<file path="src/rtl/core/bpcm_pkg.sv">
// ----------------------------------------------------------------------------
// bpcm_pkg
// Shared types, codes and defaults of the permission-checked guest memory.
// ----------------------------------------------------------------------------
package bpcm_pkg;

  // default geometry
  localparam int MEM_BYTES_DEF   = 65536;
  localparam int BLOCK_BYTES_DEF = 64;
  localparam int MAX_LEN_DEF     = 8;
  localparam int FETCH_BYTES     = 4;

  // stream widths (fields packed low to high, padded to whole bytes)
  localparam int IN_W  = 120;
  localparam int OUT_W = 120;

  // permission nibble bits
  localparam logic [3:0] ACC_RD   = 4'b0001;
  localparam logic [3:0] ACC_WR   = 4'b0010;
  localparam logic [3:0] ACC_EX   = 4'b0100;
  localparam logic [3:0] ACC_INIT = 4'b1000;

  typedef enum logic [2:0] {
    MODE_READ      = 3'd0,
    MODE_WRITE     = 3'd1,
    MODE_FETCH     = 3'd2,
    MODE_SETPERM   = 3'd3,
    MODE_DIRTY_RD  = 3'd4,
    MODE_DIRTY_CLR = 3'd5
  } mode_t;

  typedef enum logic [2:0] {
    FAULT_NONE      = 3'd0,
    FAULT_OOB_READ  = 3'd1,
    FAULT_OOB_WRITE = 3'd2,
    FAULT_OOB_EXEC  = 3'd3,
    FAULT_MISALIGN  = 3'd4,
    FAULT_READ      = 3'd5,
    FAULT_WRITE     = 3'd6,
    FAULT_EXEC      = 3'd7
  } fault_t;

  typedef enum logic [3:0] {
    S_INIT,
    S_IDLE,
    S_CHECK,
    S_SCAN_RD,
    S_SCAN_CK,
    S_WRITE,
    S_LOG_RD,
    S_LOG_CK,
    S_LIST_RD,
    S_LIST_CK,
    S_CLEAR,
    S_DONE
  } state_t;

  // controller -> datapath
  typedef struct packed {
    logic load;
    logic check;
    logic scan_rd;
    logic scan_ck;
    logic wr_byte;
    logic log_rd;
    logic log_ck;
    logic list_rd;
    logic list_ck;
    logic sweep_mem;
    logic sweep_blk;
    logic finish;
  } cmd_t;

  // datapath -> controller
  typedef struct packed {
    mode_t mode;
    logic  bounds_fail;
    logic  zero_len;
    logic  byte_fail;
    logic  last_byte;
    logic  last_block;
    logic  sweep_mem_last;
    logic  sweep_blk_last;
    logic  out_free;
  } status_t;

endpackage

</file>
<file path="src/rtl/core/bpcm_ctrl.sv">
// ----------------------------------------------------------------------------
// bpcm_ctrl
// Sequencer: init sweep, then check, scan, write, dirty logging, list, clear.
// ----------------------------------------------------------------------------
module bpcm_ctrl (
  input  logic              clk,
  input  logic              rst,
  input  logic              in_valid,
  output logic              in_ready,
  input  bpcm_pkg::status_t st,
  output bpcm_pkg::cmd_t    cmd
);

  bpcm_pkg::state_t state, state_next;

  // state register
  always_ff @(posedge clk) begin
    if (rst) begin
      state <= bpcm_pkg::S_INIT;
    end else begin
      state <= state_next;
    end
  end

  // next state
  always_comb begin
    state_next = state;
    unique case (state)
      bpcm_pkg::S_INIT: begin
        if (st.sweep_mem_last) state_next = bpcm_pkg::S_IDLE;
      end
      bpcm_pkg::S_IDLE: begin
        if (in_valid) state_next = bpcm_pkg::S_CHECK;
      end
      bpcm_pkg::S_CHECK: begin
        case (st.mode) inside
          bpcm_pkg::MODE_READ, bpcm_pkg::MODE_WRITE, bpcm_pkg::MODE_FETCH: begin
            if (st.bounds_fail || st.zero_len) state_next = bpcm_pkg::S_DONE;
            else state_next = bpcm_pkg::S_SCAN_RD;
          end
          bpcm_pkg::MODE_SETPERM: begin
            if (st.bounds_fail || st.zero_len) state_next = bpcm_pkg::S_DONE;
            else state_next = bpcm_pkg::S_WRITE;
          end
          bpcm_pkg::MODE_DIRTY_RD:  state_next = bpcm_pkg::S_LIST_RD;
          bpcm_pkg::MODE_DIRTY_CLR: state_next = bpcm_pkg::S_CLEAR;
          default:                  state_next = bpcm_pkg::S_DONE;
        endcase
      end
      bpcm_pkg::S_SCAN_RD: state_next = bpcm_pkg::S_SCAN_CK;
      bpcm_pkg::S_SCAN_CK: begin
        if (st.byte_fail) state_next = bpcm_pkg::S_DONE;
        else if (!st.last_byte) state_next = bpcm_pkg::S_SCAN_RD;
        else if (st.mode == bpcm_pkg::MODE_WRITE) state_next = bpcm_pkg::S_WRITE;
        else state_next = bpcm_pkg::S_DONE;
      end
      bpcm_pkg::S_WRITE: begin
        if (st.last_byte) state_next = bpcm_pkg::S_LOG_RD;
      end
      bpcm_pkg::S_LOG_RD: state_next = bpcm_pkg::S_LOG_CK;
      bpcm_pkg::S_LOG_CK: begin
        if (st.last_block) state_next = bpcm_pkg::S_DONE;
        else state_next = bpcm_pkg::S_LOG_RD;
      end
      bpcm_pkg::S_LIST_RD: state_next = bpcm_pkg::S_LIST_CK;
      bpcm_pkg::S_LIST_CK: state_next = bpcm_pkg::S_DONE;
      bpcm_pkg::S_CLEAR: begin
        if (st.sweep_blk_last) state_next = bpcm_pkg::S_DONE;
      end
      bpcm_pkg::S_DONE: begin
        if (st.out_free) state_next = bpcm_pkg::S_IDLE;
      end
      default: state_next = bpcm_pkg::S_INIT;
    endcase
  end

  // commands
  always_comb begin
    cmd      = '0;
    in_ready = 1'b0;
    unique case (state)
      bpcm_pkg::S_INIT: cmd.sweep_mem = 1'b1;
      bpcm_pkg::S_IDLE: begin
        in_ready = 1'b1;
        cmd.load = in_valid;
      end
      bpcm_pkg::S_CHECK:   cmd.check   = 1'b1;
      bpcm_pkg::S_SCAN_RD: cmd.scan_rd = 1'b1;
      bpcm_pkg::S_SCAN_CK: cmd.scan_ck = 1'b1;
      bpcm_pkg::S_WRITE:   cmd.wr_byte = 1'b1;
      bpcm_pkg::S_LOG_RD:  cmd.log_rd  = 1'b1;
      bpcm_pkg::S_LOG_CK:  cmd.log_ck  = 1'b1;
      bpcm_pkg::S_LIST_RD: cmd.list_rd = 1'b1;
      bpcm_pkg::S_LIST_CK: cmd.list_ck = 1'b1;
      bpcm_pkg::S_CLEAR:   cmd.sweep_blk = 1'b1;
      bpcm_pkg::S_DONE:    cmd.finish  = st.out_free;
      default: cmd = '0;
    endcase
  end

  // a request is only taken when no other work is under way
  a_load_idle: assert property (@(posedge clk) disable iff (rst)
    cmd.load |-> (state == bpcm_pkg::S_IDLE && in_valid))
    else $error("load outside idle");
  // handing over the result returns the sequencer to idle
  a_done_after_work: assert property (@(posedge clk) disable iff (rst)
    cmd.finish |=> (state == bpcm_pkg::S_IDLE))
    else $error("finish did not return to idle");

endmodule

</file>
<file path="config.mk">
export PLATFORM = sky130hd
export DESIGN_NAME = bpcm_ctrl
export DESIGN_NICKNAME = d
export VERILOG_FILES = /design/src/rtl/core/bpcm_pkg.sv /design/src/rtl/core/bpcm_ctrl.sv
export SDC_FILE = /design/constraint.sdc
export NUM_CORES = 1
export LEC_CHECK = 0
export ABC_AREA = 1
export BUFFER_PORTS_ARGS = -buffer_cell sky130_fd_sc_hd__buf_2
export CORE_AREA = 10 10 47 49
export CTS_BUF_LIST = sky130_fd_sc_hd__clkbuf_4
export CTS_CLUSTER_DIAMETER = 80
export DETAILED_ROUTE_END_ITERATION = 7
export DIE_AREA = 0 0 57 59
export PLACE_DENSITY = 0.77
export SLEW_MARGIN = 20
export SYNTH_ARGS = -nofsm -noshare
export SYNTH_HDL_FRONTEND = slang
export SYNTH_SLANG_ARGS = --single-unit
</file>
<file path="constraint.sdc">
create_clock -name clk -period 2.4 [get_ports clk]
set_clock_uncertainty 0.05 [all_clocks]
set_input_delay 0.36 -clock clk [delete_from_list [all_inputs] [get_ports clk]]
set_output_delay 0.36 -clock clk [all_outputs]
set_load 0.01 [all_outputs]
</file>
==> impl_metrics.env <==
export IMPL_wire_per_inst_um=10.8
export IMPL_switchingPower_w=0.000254
export IMPL_rsz0062_at_grt="no"
export IMPL_post_route_drc_count=0
export IMPL_vias=676
export IMPL_slew_headroom=0.826
export IMPL_synth_xor_area_share=0
export IMPL_drtPass1Iterations=5
export IMPL_finalSetupViolations=0
export IMPL_grt_total_usage=0.0955
export IMPL_syn_avg_cell_area_um2=4.99
export IMPL_synthMuxAreaShare=0
export IMPL_antenna_cells=0
export IMPL_endpoint_kind="output pin"
export IMPL_final_max_slew_viol_count=0
export IMPL_drive_gt1_frac=0.307
export IMPL_yosysSeqAreaShare=0.164
export IMPL_dieArea_um2=3360
export IMPL_setup_tns_ns=0
export IMPL_drtIter0Drc=37
export IMPL_gp_congestion=0.869
export IMPL_synth_top_family_by_area="simple AND/OR/NAND/NOR gates"
export IMPL_clock_sinks=4
export IMPL_top_register="state"
export IMPL_syn_to_final_growth_pct=35.3
export IMPL_post_cts_buffers=0
export IMPL_grt_max_degree=8
export IMPL_grt_remaining_overflow=0
export IMPL_postCtsHoldBufs=0
export IMPL_crit_path_start_kind="flip-flop"
export IMPL_status="finished clean"
export IMPL_synth_distinct_cells=14
export IMPL_reg2reg_depth=6
export IMPL_synthSimpleGateAreaFrac=0.611
export IMPL_worstMarginPinSlew_ns=0.260
export IMPL_ios=27
export IMPL_grt_use_met1=0.0974
export IMPL_syn_inst=98
export IMPL_syn_nets=112
export IMPL_irDropWorstVdd_mv=0.356
export IMPL_worstPathArrival_ns=1.24
export IMPL_clkTransAtPathRegs_ns=0.04
export IMPL_synth_compound_area_frac=0.0716
export IMPL_fin_crit_sh=0.687
export IMPL_hold_class="input port to flip-flop"
export IMPL_clkLatencyLatePin_ns=0.24
export IMPL_power_frac_comb=0.609
export IMPL_grt_busiest_layer="met2"
export IMPL_fin_nets=143
export IMPL_p_clk_frac=0.169
export IMPL_totalWireLength_um=1550
export IMPL_internal_power_w=0.000255
export IMPL_netSwitchingFraction=0.500
export IMPL_top_regs="state: 4 flops"
export IMPL_fin_util=0.472
export IMPL_rows=14
export IMPL_hold_viol=0
export IMPL_htree_levels=1
export IMPL_whs_ns=0.281
export IMPL_max_freq_mhz=607
export IMPL_largest_reg_flops=4
export IMPL_p_total_w=0.000509
export IMPL_cts_resized=0
export IMPL_gr_usage_met2=0.172
export IMPL_cts_tree="built"
export IMPL_yosys_area_share_adder=0
export IMPL_powerDensity_nw_per_um2=769
export IMPL_yosysWarnings=0
export IMPL_fin_crit_ns=1.65
export IMPL_seqPwrFrac=0.223
export IMPL_numCtsBuffers=3
export IMPL_root_buffer="clkbuf_4"
export IMPL_cellLeakagePower_nw=0.422
export IMPL_initial_core_util=0.349
export IMPL_coreArea_um2=1400
export IMPL_clk_path_buf_depth=2
export IMPL_portBuffers=26
export IMPL_syn_area_um2=489
export IMPL_ys_ff_latch=4
export IMPL_grt_pass1_vias=657
export IMPL_hold_depth=2
export IMPL_crit_type="flip-flop to output pin"
export IMPL_dieWidth_um=57
export IMPL_grt_use_met3=0.0215
export IMPL_drv_cap=0
export IMPL_critPathRequiredTime_ns=1.99
export IMPL_antenna_found_initial=0
export IMPL_chipHeight_um=59
export IMPL_dp_hpwl_um=1360
export IMPL_crit_fanout=4
export IMPL_vias_per_cell=4.73
export IMPL_detail_route_antenna_nets=0
export IMPL_grt_pass1_wl_um=2660
## final timing paths
kind,from,to,slack [ns]
worst max register to register,state[3],state[0],1.05
worst max-delay path,state[3],cmd[0],0.75
worst min register to register,state[0],state[0],0.55
worst min-delay path,rst,state[3],0.28
## metrics by stage
| stage | area (um2) | worst slack (ns) | instances |
|---|---|---|---|
| after floorplan | 489 | 1.15 | 98 |
| after global placement | 639 | 1.03 | 140 |
| after detailed placement | 639 | 1.02 | 140 |
| after CTS | 662 | 0.774 | 143 |
| after global routing | 662 | 0.640 | 143 |
| final | 662 | 0.752 | 143 |
## cells by family after synthesis
group / count (synthesis)
simple gates: 68
compound gates: 6
buf+inv: 20
flops: 4
## routing by layer
layer,vias up,part of all wire
met4,0,0.028
met5,-,0
met2,32,0.51
met1,288,0.40
met3,6,0.063
li1,350,-
## layout make-up
type	instances	area (um2)
sequential	4	80.1
multi-input combinational	74	334
inverter	20	75.1
tap	16	20.0
fill	167	739
timing repair buffer	26	130
clock buffer	3	22.5
## power by group through the flow
stage / clock, W / sequential (W) / combinational, W
2_1_floorplan: 0 / 0.000106 / 0.000221
3_3_place_gp: 0 / 0.000112 / 0.000308
3_5_place_dp: 0 / 0.000113 / 0.000312
4_1_cts: 0.0000876 / 0.000112 / 0.000313
5_1_grt: 0.0000942 / 0.000116 / 0.000358
6_report: 0.0000858 / 0.000113 / 0.000310
## cells in the mapped netlist, drive strengths merged
cell type / number / area share
nand3: 8 / 0.082
dfxtp: 4 / 0.16
nand2: 33 / 0.28
a31oi: 1 / 0.013
o21ai: 2 / 0.028
nor3: 2 / 0.020
inv: 20 / 0.15
nand3b: 1 / 0.015
nor2: 24 / 0.21
a21oi: 3 / 0.031
## critical path: stages (launching register included)
cell and delay [ns]:
dfxtp_1 0.37, inv_1 0.08, nor2_1 0.22, nand2_1 0.11, nor2_1 0.09, buf_2 0.13
## cells in the final DEF (no fill, tap or decap)
cell | synthesis | routed
nor2_1 | 19 | 19
nand3b_1 | 1 | 1
dfxtp_1 | 4 | 4
nand2_1 | 29 | 29
clkbuf_4 | 0 | 3
o21ai_0 | 1 | 1
a21oi_1 | 3 | 3
nand3_1 | 8 | 8
nand2_2 | 3 | 3
nor2_2 | 5 | 5
nor3_1 | 2 | 2
o21ai_2 | 1 | 1
inv_1 | 20 | 20
buf_2 | 0 | 26
a31oi_1 | 1 | 1
nand2_4 | 1 | 1
No activity file was read; power rests on OpenSTA's default activity.
